`config.mk`:
```
export PLATFORM = sky130hd
export DESIGN_NAME = mdio_clause45_frame_master_flat
export DESIGN_NICKNAME = d
export VERILOG_FILES = /design/src/rtl/mdioc45_pkg.sv /design/src/rtl/mdioc45_if.sv /design/src/rtl/mdioc45_engine.sv /design/src/rtl/mdio_clause45_frame_master.sv /design/src/flat_wrapper.sv
export VERILOG_INCLUDE_DIRS = /design/src /design/src/rtl
export SDC_FILE = /design/constraint.sdc
export NUM_CORES = 1
export LEC_CHECK = 0
export ABC_AREA = 1
export BUFFER_PORTS_ARGS = -buffer_cell sky130_fd_sc_hd__buf_2
export CORE_ASPECT_RATIO = 1.25
export CORE_UTILIZATION = 35
export CTS_BUF_LIST = sky130_fd_sc_hd__clkbuf_2
export DETAILED_ROUTE_END_ITERATION = 10
export PLACE_DENSITY = 0.59
export SETUP_SLACK_MARGIN = 0.1
export SKIP_CTS_REPAIR_TIMING = 1
export SLEW_MARGIN = 10
export SYNTH_ARGS = -nofsm -noshare
export SYNTH_HDL_FRONTEND = slang
export SYNTH_SLANG_ARGS = --single-unit
```
`constraint.sdc`:
```
create_clock -name clk -period 3.4 [get_ports clk]
set_clock_uncertainty 0.1 [all_clocks]
set_input_delay 0.34 -clock clk [delete_from_list [all_inputs] [get_ports clk]]
set_output_delay 0.34 -clock clk [all_outputs]
set_load 0.005 [all_outputs]
```
`src/rtl/assert_macros.svh`:
```
// Assertion helpers; expect clk and arst_n in scope.
`ifndef ASSERT_MACROS_SVH
`define ASSERT_MACROS_SVH

// same-cycle implication
`define ASSERT_IMP(label, ante, cons, msg) \
	label: assert property (@(posedge clk) disable iff (!arst_n) (ante) |-> (cons)) \
		else $error(msg);

// next-cycle implication
`define ASSERT_NXT(label, ante, cons, msg) \
	label: assert property (@(posedge clk) disable iff (!arst_n) (ante) |=> (cons)) \
		else $error(msg);

`endif

```
`src/rtl/mdioc45_pkg.sv`:
```
package mdioc45_pkg;

	typedef enum logic [1:0] {
		CMD_TICK  = 2'd0,
		CMD_WRITE = 2'd1,
		CMD_READ  = 2'd2,
		CMD_NOP   = 2'd3
	} cmd_t;

	localparam logic [15:0] OP_WRITE    = 16'h1000;
	localparam logic [15:0] OP_READ     = 16'h3000;
	localparam logic [1:0]  TA_BITS     = 2'b10;
	localparam logic [15:0] READ_FILL   = 16'hffff;
	localparam logic [6:0]  FRAME_BITS  = 7'd32;
	localparam logic [2:0]  PRE_MIN     = 3'd1;
	localparam logic [2:0]  PRE_MAX     = 3'd4;
	localparam logic [2:0]  PRE_RESET   = 3'd4;

	typedef struct packed {
		cmd_t        command;
		logic [4:0]  port_addr;
		logic [4:0]  mmd_id;
		logic [15:0] reg_addr;
		logic [15:0] write_value;
		logic        mdio_in;
	} req_item_t;

	typedef struct packed {
		logic        mdio_out;
		logic        busy_res;
		logic        done_res;
		logic [15:0] read_data;
	} rsp_item_t;

	function automatic logic [15:0] header_bits(logic [4:0] phy, logic [4:0] dev);
		return {4'b0000, phy, dev, TA_BITS};
	endfunction

endpackage

```
`src/rtl/mdioc45_if.sv`:
```
interface mdioc45_req_if;
	logic                 valid;
	logic                 ready;
	mdioc45_pkg::cmd_t    command;
	logic [4:0]           port_addr;
	logic [4:0]           mmd_id;
	logic [15:0]          reg_addr;
	logic [15:0]          write_value;
	logic                 mdio_in;

	modport source (output valid, command, port_addr, mmd_id, reg_addr, write_value,
		mdio_in, input ready);
	modport sink (input valid, command, port_addr, mmd_id, reg_addr, write_value,
		mdio_in, output ready);
endinterface

interface mdioc45_rsp_if;
	logic        valid;
	logic        ready;
	logic        mdio_out;
	logic        busy_res;
	logic        done_res;
	logic [15:0] read_data;

	modport source (output valid, mdio_out, busy_res, done_res, read_data, input ready);
	modport sink (input valid, mdio_out, busy_res, done_res, read_data, output ready);
endinterface

interface mdioc45_cfg_if;
	logic       valid;
	logic       ready;
	logic [2:0] data;

	modport source (output valid, data, input ready);
	modport sink (input valid, data, output ready);
endinterface

```
`src/rtl/mdioc45_engine.sv`:
```
module mdioc45_engine (
	input  logic                   clk,
	input  logic                   arst_n,
	input  logic                   fire,
	input  mdioc45_pkg::req_item_t item,
	input  logic [2:0]             preamble_bytes,
	output mdioc45_pkg::rsp_item_t res
);
	import mdioc45_pkg::*;
	`include "assert_macros.svh"

	logic [31:0] address_word_q, address_word_d;
	logic [31:0] data_word_q, data_word_d;
	logic [6:0]  bit_pos_q, bit_pos_d;
	logic        second_q, second_d;
	logic        active_q, active_d;
	logic [15:0] capture_q, capture_d;

	logic [2:0]  pre_bytes;
	logic [5:0]  pre_bits;
	logic [6:0]  frame_len;
	logic [4:0]  offset;
	logic [4:0]  bit_idx;
	logic [6:0]  pos_next;
	logic [31:0] word;
	logic [15:0] hdr;

	always_comb begin
		if (preamble_bytes < PRE_MIN) begin
			pre_bytes = PRE_MIN;
		end else if (preamble_bytes > PRE_MAX) begin
			pre_bytes = PRE_MAX;
		end else begin
			pre_bytes = preamble_bytes;
		end
		pre_bits  = {pre_bytes, 3'b000};
		frame_len = {1'b0, pre_bits} + FRAME_BITS;
		offset    = 5'(bit_pos_q - {1'b0, pre_bits});
		bit_idx   = 5'd31 - offset;
		pos_next  = bit_pos_q + 7'd1;
		word      = second_q ? data_word_q : address_word_q;
		hdr       = header_bits(item.port_addr, item.mmd_id);

		address_word_d = address_word_q;
		data_word_d    = data_word_q;
		bit_pos_d      = bit_pos_q;
		second_d       = second_q;
		active_d       = active_q;
		capture_d      = capture_q;
		res.mdio_out   = 1'b1;
		res.done_res   = 1'b0;

		if ((item.command == CMD_WRITE || item.command == CMD_READ) && !active_q) begin
			address_word_d = {hdr, item.reg_addr};
			if (item.command == CMD_WRITE) begin
				data_word_d = {OP_WRITE | hdr, item.write_value};
			end else begin
				data_word_d = {OP_READ | hdr, READ_FILL};
			end
			bit_pos_d = '0;
			second_d  = 1'b0;
			capture_d = '0;
			active_d  = 1'b1;
		end else if (item.command == CMD_TICK && active_q) begin
			if (bit_pos_q >= {1'b0, pre_bits} && bit_pos_q < frame_len) begin
				res.mdio_out = word[bit_idx];
			end
			capture_d = {capture_q[14:0], item.mdio_in};
			if (pos_next >= frame_len) begin
				bit_pos_d = '0;
				if (second_q) begin
					second_d     = 1'b0;
					active_d     = 1'b0;
					res.done_res = 1'b1;
				end else begin
					second_d = 1'b1;
				end
			end else begin
				bit_pos_d = pos_next;
			end
		end

		res.busy_res  = active_d;
		res.read_data = capture_d;
	end

	always_ff @(posedge clk or negedge arst_n) begin
		if (!arst_n) begin
			address_word_q <= '0;
			data_word_q    <= '0;
			bit_pos_q      <= '0;
			second_q       <= 1'b0;
			active_q       <= 1'b0;
			capture_q      <= '0;
		end else if (fire) begin
			address_word_q <= address_word_d;
			data_word_q    <= data_word_d;
			bit_pos_q      <= bit_pos_d;
			second_q       <= second_d;
			active_q       <= active_d;
			capture_q      <= capture_d;
		end
	end

	`ASSERT_IMP(a_second_needs_active, second_q, active_q, "data frame flagged while idle")
	`ASSERT_IMP(a_pos_in_range, active_q, !bit_pos_q[6], "bit position beyond longest frame")
	`ASSERT_IMP(a_done_from_data_frame, fire && res.done_res, second_q && !res.busy_res,
		"done outside the data frame")

endmodule

```
`src/rtl/mdio_clause45_frame_master.sv`:
```
// An accepted transfer is held in the input register, then presented from the result register.
// Throughput: one item per cycle; input register, single-pass logic, result register.
// Stalls on the result side hold the input register and stop the engine.
// Reset: idle, frame state and capture cleared, preamble_bytes set to 4.
module mdio_clause45_frame_master (
	input  logic        clk,
	input  logic        arst_n,
	mdioc45_req_if.sink   req,
	mdioc45_rsp_if.source rsp,
	mdioc45_cfg_if.sink   cfg
);
	import mdioc45_pkg::*;
	`include "assert_macros.svh"

	logic [2:0] preamble_q;
	logic       valid_s1;
	req_item_t  item_s1;
	logic       rsp_valid_q;
	rsp_item_t  rsp_q;
	rsp_item_t  res;
	logic       advance;

	assign advance   = valid_s1 && (!rsp_valid_q || rsp.ready);
	assign req.ready = !valid_s1 || advance;
	assign cfg.ready = 1'b1;

	always_ff @(posedge clk or negedge arst_n) begin
		if (!arst_n) begin
			preamble_q <= PRE_RESET;
		end else if (cfg.valid) begin
			preamble_q <= cfg.data;
		end
	end

	always_ff @(posedge clk or negedge arst_n) begin
		if (!arst_n) begin
			valid_s1 <= 1'b0;
		end else if (req.ready) begin
			valid_s1 <= req.valid;
		end
	end

	always_ff @(posedge clk) begin
		if (req.ready && req.valid) begin
			item_s1.command     <= req.command;
			item_s1.port_addr   <= req.port_addr;
			item_s1.mmd_id      <= req.mmd_id;
			item_s1.reg_addr    <= req.reg_addr;
			item_s1.write_value <= req.write_value;
			item_s1.mdio_in     <= req.mdio_in;
		end
	end

	mdioc45_engine u_engine (
		.clk            (clk),
		.arst_n         (arst_n),
		.fire           (advance),
		.item           (item_s1),
		.preamble_bytes (preamble_q),
		.res            (res)
	);

	always_ff @(posedge clk or negedge arst_n) begin
		if (!arst_n) begin
			rsp_valid_q <= 1'b0;
		end else if (!rsp_valid_q || rsp.ready) begin
			rsp_valid_q <= valid_s1;
		end
	end

	always_ff @(posedge clk) begin
		if (advance) begin
			rsp_q <= res;
		end
	end

	assign rsp.valid     = rsp_valid_q;
	assign rsp.mdio_out  = rsp_q.mdio_out;
	assign rsp.busy_res  = rsp_q.busy_res;
	assign rsp.done_res  = rsp_q.done_res;
	assign rsp.read_data = rsp_q.read_data;

	`ASSERT_NXT(a_stalled_item_kept, valid_s1 && !advance, valid_s1, "stalled item dropped")
	`ASSERT_NXT(a_advance_fills_output, advance, rsp_valid_q, "result lost on advance")
	`ASSERT_IMP(a_done_not_busy, rsp_valid_q && rsp_q.done_res, !rsp_q.busy_res,
		"done with busy set")

endmodule
```
`src/flat_wrapper.sv`:
```
// flat-port wrapper written by rule: the top's interface ports become plain ports
module mdio_clause45_frame_master_flat import mdioc45_pkg::*;
  (clk, arst_n, req_valid, req_command, req_port_addr, req_mmd_id, req_reg_addr, req_write_value, req_mdio_in, req_ready, rsp_valid, rsp_mdio_out, rsp_busy_res, rsp_done_res, rsp_read_data, rsp_ready, cfg_valid, cfg_data, cfg_ready);
  mdioc45_req_if req_i ();
  mdioc45_rsp_if rsp_i ();
  mdioc45_cfg_if cfg_i ();
  input  logic clk;
  input  logic arst_n;
  input wire logic [$bits(req_i.valid)-1:0] req_valid;
  input wire logic [$bits(req_i.command)-1:0] req_command;
  input wire logic [$bits(req_i.port_addr)-1:0] req_port_addr;
  input wire logic [$bits(req_i.mmd_id)-1:0] req_mmd_id;
  input wire logic [$bits(req_i.reg_addr)-1:0] req_reg_addr;
  input wire logic [$bits(req_i.write_value)-1:0] req_write_value;
  input wire logic [$bits(req_i.mdio_in)-1:0] req_mdio_in;
  output wire logic [$bits(req_i.ready)-1:0] req_ready;
  output wire logic [$bits(rsp_i.valid)-1:0] rsp_valid;
  output wire logic [$bits(rsp_i.mdio_out)-1:0] rsp_mdio_out;
  output wire logic [$bits(rsp_i.busy_res)-1:0] rsp_busy_res;
  output wire logic [$bits(rsp_i.done_res)-1:0] rsp_done_res;
  output wire logic [$bits(rsp_i.read_data)-1:0] rsp_read_data;
  input wire logic [$bits(rsp_i.ready)-1:0] rsp_ready;
  input wire logic [$bits(cfg_i.valid)-1:0] cfg_valid;
  input wire logic [$bits(cfg_i.data)-1:0] cfg_data;
  output wire logic [$bits(cfg_i.ready)-1:0] cfg_ready;
  assign req_i.valid = req_valid;
  assign req_i.command = req_command;
  assign req_i.port_addr = req_port_addr;
  assign req_i.mmd_id = req_mmd_id;
  assign req_i.reg_addr = req_reg_addr;
  assign req_i.write_value = req_write_value;
  assign req_i.mdio_in = req_mdio_in;
  assign req_ready = req_i.ready;
  assign rsp_valid = rsp_i.valid;
  assign rsp_mdio_out = rsp_i.mdio_out;
  assign rsp_busy_res = rsp_i.busy_res;
  assign rsp_done_res = rsp_i.done_res;
  assign rsp_read_data = rsp_i.read_data;
  assign rsp_i.ready = rsp_ready;
  assign cfg_i.valid = cfg_valid;
  assign cfg_i.data = cfg_data;
  assign cfg_ready = cfg_i.ready;
  mdio_clause45_frame_master u_core (.clk(clk), .arst_n(arst_n), .req(req_i), .rsp(rsp_i), .cfg(cfg_i));
endmodule
```
==> results of run 1 <==
## power by group
group | switching, mW | internal (mW) | leakage (nW)
sequential | 0.179 | 2.14 | 1.43
combinational | 0.737 | 0.472 | 1.69
clock | 0.647 | 0.352 | 0.142
total | 1.56 | 2.96 | 3.26
## worst paths after layout
| kind | cells after the start | to | startpoint |
|---|---|---|---|
| max in group asynchronous | 2 | u_core.preamble_q[1] | arst_n |
| setup reg to reg | 13 | u_core.rsp.done_res | u_core.u_engine.bit_pos_q[1] |
| hold reg to reg | 2 | u_core.u_engine.address_word_q[4] | u_core.item_s1[21] |
| setup / recovery | 13 | u_core.rsp.done_res | u_core.u_engine.bit_pos_q[1] |
| min in group clk | 2 | u_core.item_s1[25] | req_reg_addr[8] |
| hold / removal | 2 | u_core.u_engine.data_word_q[10] | arst_n |
## sequential cells by signal, summed over array words and instances (netlist names), 3 cells and up
name	count
u_core.u_engine.address_word_q	26
u_core.item_s1	45
u_core.u_engine.bit_pos_q	7
u_core.rsp.read_data	16
u_core.u_engine.capture_q	16
u_core.u_engine.data_word_q	18
u_core.preamble_q	3
## Yosys cell counts (2+ instances only)
cell | instances | area (sq um)
sky130_fd_sc_hd__nor2_1 | 22 | 82.6
sky130_fd_sc_hd__clkbuf_2 | 2 | 10.0
sky130_fd_sc_hd__o22ai_1 | 3 | 18.8
sky130_fd_sc_hd__buf_2 | 10 | 50.1
sky130_fd_sc_hd__nand2_4 | 2 | 22.5
sky130_fd_sc_hd__nand3_1 | 26 | 130
sky130_fd_sc_hd__xor2_1 | 3 | 26.3
sky130_fd_sc_hd__nand4_1 | 3 | 18.8
sky130_fd_sc_hd__o211ai_1 | 7 | 52.6
sky130_fd_sc_hd__a22oi_1 | 16 | 120
sky130_fd_sc_hd__buf_4 | 4 | 30.0
sky130_fd_sc_hd__o21ai_1 | 6 | 30.0
sky130_fd_sc_hd__inv_1 | 58 | 218
sky130_fd_sc_hd__nand3_4 | 2 | 35.0
sky130_fd_sc_hd__o21ai_0 | 59 | 295
sky130_fd_sc_hd__clkbuf_1 | 11 | 41.3
sky130_fd_sc_hd__edfxtp_1 | 64 | 1920
sky130_fd_sc_hd__inv_2 | 4 | 15.0
sky130_fd_sc_hd__ha_1 | 12 | 150
sky130_fd_sc_hd__nand2_2 | 2 | 12.5
sky130_fd_sc_hd__a21oi_1 | 25 | 125
sky130_fd_sc_hd__dfrtp_1 | 73 | 1830
sky130_fd_sc_hd__nand2_1 | 145 | 544
## cell type report
| class | instances | area [sq um] | area share |
|---|---|---|---|
| sequential | 138 | 3770 | 0.519 |
| multi-input combinational | 344 | 1770 | 0.243 |
| timing repair buffer | 136 | 981 | 0.135 |
| tap | 216 | 270 | 0.0371 |
| inverter | 62 | 233 | 0.0320 |
| clock inverter | 15 | 164 | 0.0225 |
| clock buffer | 17 | 85.1 | 0.0117 |
| antenna | 1 | 2.50 | 0.000344 |
## metal layers
layer / up-vias / GRT usage / share of wire
li1: 2165 / - / -
met1: 2016 / 0.173 / 0.44
met2: 86 / 0.245 / 0.51
met3: 17 / 0.0388 / 0.032
met4: 0 / 0.0679 / 0.020
met5: - / 0 / 0
## cell families (layout without fill, tap and decap cells)
| group | Yosys count | after routing |
|---|---|---|
| AND/OR/NAND/NOR | 206 | 206 |
| flip-flops | 138 | 138 |
| AO/OA/AOI/OAI | 120 | 120 |
| buffers and inverters | 90 | 230 |
| adder cells (fa/ha/maj) | 12 | 12 |
| XOR/XNOR | 4 | 4 |
| other | 1 | 2 |
| multiplexers | 1 | 1 |
==> results by group, run 1 <==
Global route
  – Number of antenna violations at the first check in global routing: 1
  – Sum of overflow across all layers after global routing: 0
  – Maximum number of pins on one net before global-route repair: between 70 and 80
  – Gr usage total: 0.146
  – First-pass GRT wire length: between 15 and 20 mm
  – Via count of the first global-routing pass: ~4100

Place
  – PortBufs: 73
  – Final weighted congestion of routability-driven global placement: 0.809
  – Setup slack after placement: 0.850 ns
  – Detailed placer's ending HPWL: 7.76 mm
  – Instance count after placement with tap cells included: 840
  – Area of placed instances: approximately 6500 sq um

STA
  – Fin Hold WS: ~0.20 ns
  – Slew at the pin with the worst max-slew slack: ~1 ns
  – RSZ-0062 raised after global routing: false
  – Final-layout setup total negative slack: 0 ns
  – Final Hold Fails: 0
  – Final setup violating endpoints: 0
  – Post-layout worst setup margin: 0.803 ns
  – Maximum clock frequency: approximately 0.39 GHz
  – Max-slew headroom: 0.348
  – Final Critical Period: between 2 and 3 ns
  – Share of the clock period used by the worst path: 0.764
  – Fin. max-slew vios: 0

Yosys
  – Number of standard cells after synthesis: 572
  – Post-synthesis instance area: about 5900 sq um
  – Fraction of the yosys area taken by sequential cells: 0.639
  – Largest family of logic cells by synthesized area: simple AND/OR/NAND/NOR gates
  – Post-synth net total: approximately 640
  – Synth Area in Compound Gates: 0.115
  – Adder and majority gate portion of the synthesized area: 0.0254
  – Post-synthesis average cell area: 10.3 sq um
  – Share of cell area taken by muxes after synthesis: 0.00191
  – Fraction of registers with async set/reset: 0.536
  – Count of cell types in the netlist: 36
  – Share of synthesized cell area in and, or, nand and nor gates: 0.149
  – Number of flops mapped to enable cells by yosys: 64
  – Total number of yosys warnings: 0
  – Flop and latch count out of synthesis: roughly 140
  – Primary FF master, synth: sky130_fd_sc_hd__dfrtp_1
  – Synth Area in XOR/XNOR: 0.00593

Critical path
  – Endpoint kind of the worst setup timing path: register
  – Critical path fanouts, max: 10
  – Crit path top cell by count: sky130_fd_sc_hd__nand2_1
  – Biggest cell delay along the critical path: between 0.6 and 0.7 ns
  – Number of buffer and inverter stages on the critical path: 0
  – Data arrival at the endpoint of the critical path: around 3.0 ns
  – Data required time at the worst endpoint: 3.80 ns
  – CP delay by family, top: simple AND/OR/NAND/NOR gates
  – CP max stage cell: sky130_fd_sc_hd__dfrtp_1
  – Worst setup slack for register-to-register paths: approximately 0.8 ns
  – Sort of element at the start of the critical path: register
  – Crit-path cells: ha_1 > nand2_1 > nor2_4 > xor2_1 > ha_1 > a21oi_1 > nand2_1 > nor2_1 > nand2_1 > nand2_2 > nand2_1 > nand3_1 > nor2_1
  – Setup Crit Path Kind: register to register

Layout
  – Post-route cell area: about 7300 sq um
  – Total of fill cells in the finished design: ~1600
  – Count of placed standard cells in the final layout, fillers left out: 929
  – Growth of design area from synthesis to finish: 23.1%
  – Count of nets after finishing: roughly 760
  – Core utilization of the finished layout: 0.446
  – Share of final-layout standard cells stronger than drive strength 1: 0.180
  – Most frequent standard cell in the layout excluding fill and tap cells: sky130_fd_sc_hd__nand2_1
  – Most used cells in the layout excluding fill and tap cells: 145 x sky130_fd_sc_hd__nand2_1, 73 x sky130_fd_sc_hd__dfrtp_1, 72 x sky130_fd_sc_hd__buf_2

Power
  – PwrDens: between 600 and 700 nW/um^2
  – Maximum resistive drop on vdd: between 0.0002 and 0.0003 V
  – Post-layout power: 4.52 mW
  – Leakage power: around 3.3 nW

Clock tree
  – Maximum clock insertion buffer count: 2
  – Depth of the CTS H-tree: 4
  – Clock root buffer master: sky130_fd_sc_hd__clkbuf_2
  – TritonCTS clock tree: done
  – Clock latency at the later pin of the worst-skew pair: around 0.7 ns
  – Total clock sinks: 138
  – Total CTS buffers: 17
  – Worst-path clk slew: around 0.22 ns

Worst hold path
  – Path class of the lowest-slack min-delay path: primary input to asynchronous set/reset pin

Route
  – Detailed-route DRC error count: 0
  – Detail-routed via count per cell: 4.61
  – Drt first-iter violations: between 200 and 250
  – Vias after detailed routing: 4284
  – Number of detailed-route iterations in the first pass: 4
  – Final routed wirelength across all metal layers: approximately 12 mm
  – Average detailed-routed wire length per instance: roughly 13 um
  – Remaining antenna violation count after routing: 0

Floorplanning
  – Height of the die: between 100 and 150 um
  – Row cnt: 52
  – Overall die area: roughly 17000 sq um
  – Core region area: 16300 sq um
  – Starting Density: 0.362
  – Die W: 118 um
  – Boundary pin count: 75

Outcome
  – Result of the run: complete, no violations

Flow run
  – Count of max-cap constraint violations: 0
No activity file was read; power rests on OpenSTA's default activity.
==> inputs of run 2 (changes only) <==
PLACE_DENSITY = 0.61   (was 0.59)
clock period = 2.2 ns   (was 3.4 ns; I/O delays follow)
==> run 2 against run 1 <==
Effect of this change:
- the flow now finishes with violations (negative setup slack)
- register-to-register slack lost 0.86 ns
- combinational power grew 68%
- critical path depth grew 4
- power grew 61%
- routed wire length grew 0.12%
- die area is the same
- largest power group unchanged
- highest routed layer unchanged
==> results by group, run 2 (synthesis results as in run 1) <==
Flow run
  – Count of max-cap constraint violations: 0 (unchanged)

Global route
  – Gr usage total: 0.147 (was 0.146)
  – Via count of the first global-routing pass: 4169 (was 4096)
  – Number of antenna violations at the first check in global routing: 1 (unchanged)
  – Global Route met3 Usage: 0.0380 (was 0.0388)
  – Global-route layer with the greatest usage: met2 (unchanged)
  – Maximum number of pins on one net before global-route repair: 57 (was 75)
  – Sum of overflow across all layers after global routing: 0 (unchanged)
  – Met1 usage in global routing: 0.169 (was 0.173)
  – First-pass GRT wire length: 19.9 mm (was 19.8 mm)
  – Met2 global-route usage: 0.255 (was 0.245)

Critical path
  – Critical path fanouts, max: 8 (was 10)
  – Endpoint kind of the worst setup timing path: register (unchanged)
  – Sort of element at the start of the critical path: register (unchanged)
  – Startpoint of the worst setup timing path: u_core.u_engine.bit_pos_q[1] (unchanged)
  – Data arrival at the endpoint of the critical path: 2.80 ns (was 2.99 ns)
  – FF-to-FF Start: u_core.u_engine.bit_pos_q[1] (unchanged)
  – Setup Crit Path Kind: register to register (unchanged)
  – Data required time at the worst endpoint: 2.75 ns (was 3.80 ns)

Place
  – Area of placed instances: 6580 sq um (was 6460 sq um)
  – PortBufs: 73 (unchanged)
  – Setup slack after placement: -0.0238 ns (was 0.850 ns)
  – Detailed placer's ending HPWL: 7.99 mm (was 7.76 mm)
  – Final weighted congestion of routability-driven global placement: 0.828 (was 0.809)

Layout
  – Count of nets after finishing: 778 (was 764)
  – Most used cells in the layout excluding fill and tap cells: 142 x sky130_fd_sc_hd__nand2_1, 73 x sky130_fd_sc_hd__dfrtp_1, 72 x sky130_fd_sc_hd__buf_2 (was 145 x sky130_fd_sc_hd__nand2_1, 73 x sky130_fd_sc_hd__dfrtp_1, 72 x sky130_fd_sc_hd__buf_2)
  – Share of final-layout standard cells stronger than drive strength 1: 0.207 (was 0.180)
  – Core utilization of the finished layout: 0.460 (was 0.446)
  – Largest registers: u_core.item_s1 (45), u_core.u_engine.address_word_q (26), u_core.u_engine.data_word_q (18) (unchanged)
  – Post-route cell area: 7520 sq um (was 7280 sq um)
  – Growth of design area from synthesis to finish: 27.3% (was 23.1%)
  – Register bank with the most flops: u_core.item_s1 (unchanged)
  – Flip-flop count of the largest register, all copies and words added: 45 (unchanged)
  – Most frequent standard cell in the layout excluding fill and tap cells: sky130_fd_sc_hd__nand2_1 (unchanged)

Power
  – Post-layout power: 7.29 mW (was 4.52 mW)
  – PwrDens: 970 nW/um^2 (was 621 nW/um^2)
  – Leakage power: 3.37 nW (was 3.26 nW)
  – Maximum resistive drop on vdd: 0.000701 V (was 0.000288 V)

STA
  – RSZ-0062 raised after global routing: true (was false)
  – Final setup violating endpoints: 8 (was 0)
  – Final Critical Period: 2.25 ns (was 2.60 ns)
  – Post-layout worst setup margin: -0.0531 ns (was 0.803 ns)
  – Max-slew headroom: 0.458 (was 0.348)
  – Final Hold Fails: 0 (unchanged)
  – Share of the clock period used by the worst path: 1.02 (was 0.764)
  – Slew at the pin with the worst max-slew slack: 0.810 ns (was 0.977 ns)
  – Fin. max-slew vios: 0 (unchanged)
  – Maximum clock frequency: 0.444 GHz (was 0.385 GHz)

Clock tree
  – Total clock sinks: 138 (unchanged)
  – TritonCTS clock tree: done (unchanged)
  – Clock root buffer master: sky130_fd_sc_hd__clkbuf_2 (unchanged)
  – Total CTS buffers: 17 (unchanged)
  – Depth of the CTS H-tree: 4 (unchanged)
  – Maximum clock insertion buffer count: 2 (unchanged)
  – Clock latency at the later pin of the worst-skew pair: 0.70 ns (was 0.71 ns)
  – Worst-path clk slew: 0.20 ns (was 0.22 ns)

Route
  – Remaining antenna violation count after routing: 0 (unchanged)
  – Detail-routed via count per cell: 4.62 (was 4.61)
  – Average detailed-routed wire length per instance: 13.0 um (was 13.2 um)
  – Final routed wirelength across all metal layers: 12.2 mm (about the same)
  – Vias after detailed routing: 4355 (was 4284)
  – Number of detailed-route iterations in the first pass: 4 (unchanged)
  – Detailed-route DRC error count: 0 (unchanged)
  – Drt first-iter violations: 270 (was 220)

Floorplanning
  – Boundary pin count: 75 (unchanged)
  – Core region area: 16300 sq um (unchanged)
  – Height of the die: 147 um (unchanged)
  – Overall die area: 17400 sq um (unchanged)
  – Row cnt: 52 (unchanged)
  – Starting Density: 0.362 (unchanged)
  – Die W: 118 um (unchanged)

Outcome
  – Result of the run: finished, violations left (was complete, no violations)
  – Failing checks: negative setup slack

Worst hold path
  – Min-Delay Startpoint: req_write_value[11]
  – Path class of the lowest-slack min-delay path: primary input to register (was primary input to asynchronous set/reset pin)
## run 2: worst paths after layout
| path | endpoint | slack (ns) | cells past startpoint |
|---|---|---|---|
| worst min-delay path | u_core.item_s1[12] | 0.10 | 2 |
| max in group asynchronous | u_core.u_engine.address_word_q[20] | 0.36 | 4 |
| worst max register to register | u_core.u_engine.second_q | -0.05 | 17 |
| worst max-delay path | u_core.u_engine.second_q | -0.05 | 17 |
| worst min register to register | u_core.u_engine.address_word_q[6] | 0.36 | 2 |
| min in group asynchronous | u_core.u_engine.address_word_q[1] | 0.46 | 4 |
## run 2: routing by layer
metal / up-vias / share of wire
li1: 2187 / -
met1: 2062 / 0.42
met2: 90 / 0.53
met3: 16 / 0.032
met4: 0 / 0.018
met5: - / 0
## run 2: power by group
part           switching, mW  internal, mW
clock network          0.938         0.762
registers              0.262          3.30
logic                   1.20         0.826
## run 2: through the flow
stage          std cells  TNS, ns  hold slack, ns
2_1_floorplan        572  -0.0141          -0.176
3_3_place_gp         850        0         0.00789
3_5_place_dp         850  -0.0238          0.0172
4_1_cts              882   -0.138          -0.799
5_1_grt              943    -1.44          0.0302
6_report             943   -0.171           0.103
## run 2: worst max-delay path, stage by stage (launching register included)
cell and delay, ns:
sky130_fd_sc_hd__dfrtp_1 0.40, sky130_fd_sc_hd__ha_2 0.20, sky130_fd_sc_hd__nand2_2 0.07, sky130_fd_sc_hd__nor2_4 0.13
sky130_fd_sc_hd__xor2_2 0.22, sky130_fd_sc_hd__ha_4 0.24, sky130_fd_sc_hd__nand2_2 0.06, sky130_fd_sc_hd__inv_1 0.03
sky130_fd_sc_hd__nand2_1 0.06, sky130_fd_sc_hd__nand2_2 0.06, sky130_fd_sc_hd__nor2_2 0.10, sky130_fd_sc_hd__nand2_1 0.06
sky130_fd_sc_hd__nand2_2 0.07, sky130_fd_sc_hd__buf_6 0.10, sky130_fd_sc_hd__nand3_4 0.12, sky130_fd_sc_hd__nand2_1 0.10
sky130_fd_sc_hd__nand2_1 0.05, sky130_fd_sc_hd__nand2_1 0.05
## run 2: cell type report
type / instances / area [sq um]
fill: 1521 / 8810
tap: 216 / 270
inverter: 62 / 240
clock inverter: 14 / 193
timing repair buffer: 150 / 1140
multi-input combinational: 344 / 1810
sequential: 138 / 3770
clock buffer: 18 / 90.1
antenna: 1 / 2.50
==> inputs of run 3 (changes only) <==
SETUP_SLACK_MARGIN = 0.05   (was 0.1)
==> run 3 against run 2 <==
Effect of this change:
- register-to-register slack worse by 0.03 ns
- design area is 0.32% higher
- largest cell class unchanged
- the flow still finishes with violations (negative setup slack)
- critical endpoint is now u_core.u_engine.bit_pos_q[2]
- via count is 0.78% higher
- power is 0.89% lower
==> results by group, run 3 (synthesis results as in run 1) <==
Outcome
  – Result of the run: finished, violations left (unchanged)
  – Failing checks: negative setup slack (unchanged)

Global route
  – First-pass GRT wire length: 19.9 mm (about the same)
  – Gr usage total: 0.147 (about the same)
  – Sum of overflow across all layers after global routing: 0 (unchanged)
  – Maximum number of pins on one net before global-route repair: 57 (unchanged)
  – Number of antenna violations at the first check in global routing: 1 (unchanged)
  – Via count of the first global-routing pass: 4195 (was 4169)

STA
  – Final setup violating endpoints: 9 (was 8)
  – RSZ-0062 raised after global routing: true (unchanged)
  – Slew at the pin with the worst max-slew slack: 0.817 ns (was 0.810 ns)
  – Final Critical Period: 2.28 ns (was 2.25 ns)
  – Maximum clock frequency: 0.438 GHz (was 0.444 GHz)
  – Fin Hold WS: 0.103 ns (about the same)
  – Final Hold Fails: 0 (unchanged)
  – Post-layout worst setup margin: -0.0824 ns (was -0.0531 ns)
  – Max-slew headroom: 0.453 (was 0.458)
  – Share of the clock period used by the worst path: 1.04 (was 1.02)
  – Fin. max-slew vios: 0 (unchanged)

Place
  – Setup slack after placement: -0.0230 ns (was -0.0238 ns)
  – Final weighted congestion of routability-driven global placement: 0.828 (about the same)
  – Detailed placer's ending HPWL: 8.01 mm (was 7.99 mm)
  – PortBufs: 73 (unchanged)

Floorplanning
  – Height of the die: 147 um (unchanged)
  – Row cnt: 52 (unchanged)
  – Die W: 118 um (unchanged)
  – Overall die area: 17400 sq um (unchanged)
  – Starting Density: 0.362 (unchanged)
  – Boundary pin count: 75 (unchanged)
  – Core region area: 16300 sq um (unchanged)

Layout
  – Largest registers: u_core.item_s1 (45), u_core.u_engine.address_word_q (26), u_core.u_engine.data_word_q (18) (unchanged)
  – Most frequent standard cell in the layout excluding fill and tap cells: sky130_fd_sc_hd__nand2_1 (unchanged)
  – Flip-flop count of the largest register, all copies and words added: 45 (unchanged)
  – Core utilization of the finished layout: 0.462 (was 0.460)
  – Most used cells in the layout excluding fill and tap cells: 140 x sky130_fd_sc_hd__nand2_1, 73 x sky130_fd_sc_hd__dfrtp_1, 72 x sky130_fd_sc_hd__buf_2 (was 142 x sky130_fd_sc_hd__nand2_1, 73 x sky130_fd_sc_hd__dfrtp_1, 72 x sky130_fd_sc_hd__buf_2)
  – Growth of design area from synthesis to finish: 27.7% (was 27.3%)
  – Register bank with the most flops: u_core.item_s1 (unchanged)
  – Share of final-layout standard cells stronger than drive strength 1: 0.211 (was 0.207)
  – Count of nets after finishing: 781 (was 778)

Critical path
  – Endpoint kind of the worst setup timing path: register (unchanged)
  – CP delay by family, top: simple AND/OR/NAND/NOR gates (unchanged)
  – FF-to-FF Start: u_core.u_engine.bit_pos_q[1] (unchanged)
  – Data required time at the worst endpoint: 2.71 ns (was 2.75 ns)
  – Data arrival at the endpoint of the critical path: 2.79 ns (was 2.80 ns)
  – Worst setup slack for register-to-register paths: -0.08 ns (was -0.05 ns)
  – Biggest cell delay along the critical path: 0.40 ns (about the same)
  – Crit-path cells: ha_2 > nand2_2 > nor2_4 > xor2_2 > ha_4 > nand2_2 > inv_1 > nand2_1 > nand2_2 > nor2_2 > nand2_1 > nand2_2 > buf_6 > nand3_4 > a21oi_2 (was ha_2 > nand2_2 > nor2_4 > xor2_2 > ha_4 > nand2_2 > inv_1 > nand2_1 > nand2_2 > nor2_2 > nand2_1 > nand2_2 > buf_6 > nand3_4 > nand2_1 > nand2_1 > nand2_1)
  – CP max stage cell: sky130_fd_sc_hd__dfrtp_1 (unchanged)
  – Critical path fanouts, max: 8 (unchanged)
  – Sort of element at the start of the critical path: register (unchanged)
  – Crit path top cell by count: sky130_fd_sc_hd__nand2_2 (was sky130_fd_sc_hd__nand2_1)
  – Number of cell instances on the worst register-to-register path: 15 (was 17)
  – RR Endpoint: u_core.u_engine.bit_pos_q[2] (was u_core.u_engine.second_q)
  – Setup Crit Path Kind: register to register (unchanged)
  – Number of buffer and inverter stages on the critical path: 2 (unchanged)

Clock tree
  – Clock latency at the later pin of the worst-skew pair: 0.70 ns (about the same)
  – Worst-path clk slew: 0.21 ns (was 0.20 ns)
  – Maximum clock insertion buffer count: 2 (unchanged)
  – TritonCTS clock tree: done (unchanged)
  – Clock root buffer master: sky130_fd_sc_hd__clkbuf_2 (unchanged)
  – Total CTS buffers: 17 (unchanged)
  – Depth of the CTS H-tree: 4 (unchanged)
  – Total clock sinks: 138 (unchanged)

Worst hold path
  – Path class of the lowest-slack min-delay path: primary input to register (unchanged)
  – Depth of the worst hold-timing path: 2 (unchanged)
  – Min-Delay Startpoint: req_reg_addr[1] (was req_write_value[11])
  – Worst hold path endpoint: u_core.item_s1[18] (was u_core.item_s1[12])

Route
  – Vias after detailed routing: 4389 (was 4355)
  – Remaining antenna violation count after routing: 0 (unchanged)
  – Drt first-iter violations: 264 (was 270)
  – Average detailed-routed wire length per instance: 13.1 um (was 13.0 um)
  – Final routed wirelength across all metal layers: 12.4 mm (was 12.2 mm)
  – Detail-routed via count per cell: 4.64 (was 4.62)
  – Number of detailed-route iterations in the first pass: 7 (was 4)
  – Detailed-route DRC error count: 0 (unchanged)

Power
  – Logic gate share of total power: 0.285 (was 0.278)
  – Leakage power: 3.37 nW (about the same)
  – Sequential Power Share: 0.494 (was 0.489)
  – Part of the power in the clock network: 0.221 (was 0.233)
  – Net switching fraction of the power: 0.336 (was 0.330)
  – Internal power consumption: 4.80 mW (was 4.89 mW)
  – PwrDens: 958 nW/um^2 (was 970 nW/um^2)
  – Power dissipated by switching net loads: 2.43 mW (was 2.40 mW)
  – Maximum resistive drop on vdd: 0.000473 V (was 0.000701 V)

Flow run
  – Count of max-cap constraint violations: 0 (unchanged)
[run 3: power groups by stage]
stage                     Sequential [mW]  Clock, mW  Combinational (mW)
final                                3.57       1.60                2.06
after global routing                 3.63       1.77                2.35
after CTS                            3.57       1.66                1.89
after detailed placement             3.63          0                1.88
after global placement               3.60          0                1.84
after floorplan                      3.56          0                1.34
[run 3: how the worst max path moves through the flow]
stage                                 startpoint                      endpoint  slack, ns  cells after the start
floorplan           u_core.u_engine.bit_pos_q[0]           u_core.rsp.done_res      -0.01                     13
global placement    u_core.u_engine.bit_pos_q[1]           u_core.rsp.busy_res       0.03                     16
detailed placement  u_core.u_engine.bit_pos_q[1]           u_core.rsp.busy_res      -0.02                     16
CTS                 u_core.u_engine.bit_pos_q[0]  u_core.u_engine.bit_pos_q[2]      -0.05                     15
global route        u_core.u_engine.bit_pos_q[1]  u_core.u_engine.bit_pos_q[2]      -0.24                     13
finish              u_core.u_engine.bit_pos_q[1]  u_core.u_engine.bit_pos_q[2]      -0.08                     15
[run 3: area by class of cell]
class	count	area (sq um)
tap	216	270
antenna	1	2.50
multi-input combinational	344	1830
clock buffer	19	95.1
clock inverter	13	166
inverter	62	240
timing repair buffer	153	1170
fill	1519	8790
sequential	138	3770
[run 3: per-stage QoR]
stage	power, mW	cells	area, sq um	TNS [ns]
finish	7.23	946	7540	-0.393
global route	7.75	946	7540	-1.67
CTS	7.12	882	6840	-0.109
detailed placement	5.51	850	6580	-0.0379
global placement	5.45	850	6580	0
floorplan	4.90	572	5910	-0.0141
[run 3: metal layers]
layer  track usage  vias to the layer above  wire [um]
met5             0                        -          0
met4        0.0865                        0        242
met3        0.0345                       13        475
met2         0.240                       98       6390
met1         0.176                     2085       5280
li1              -                     2193          -
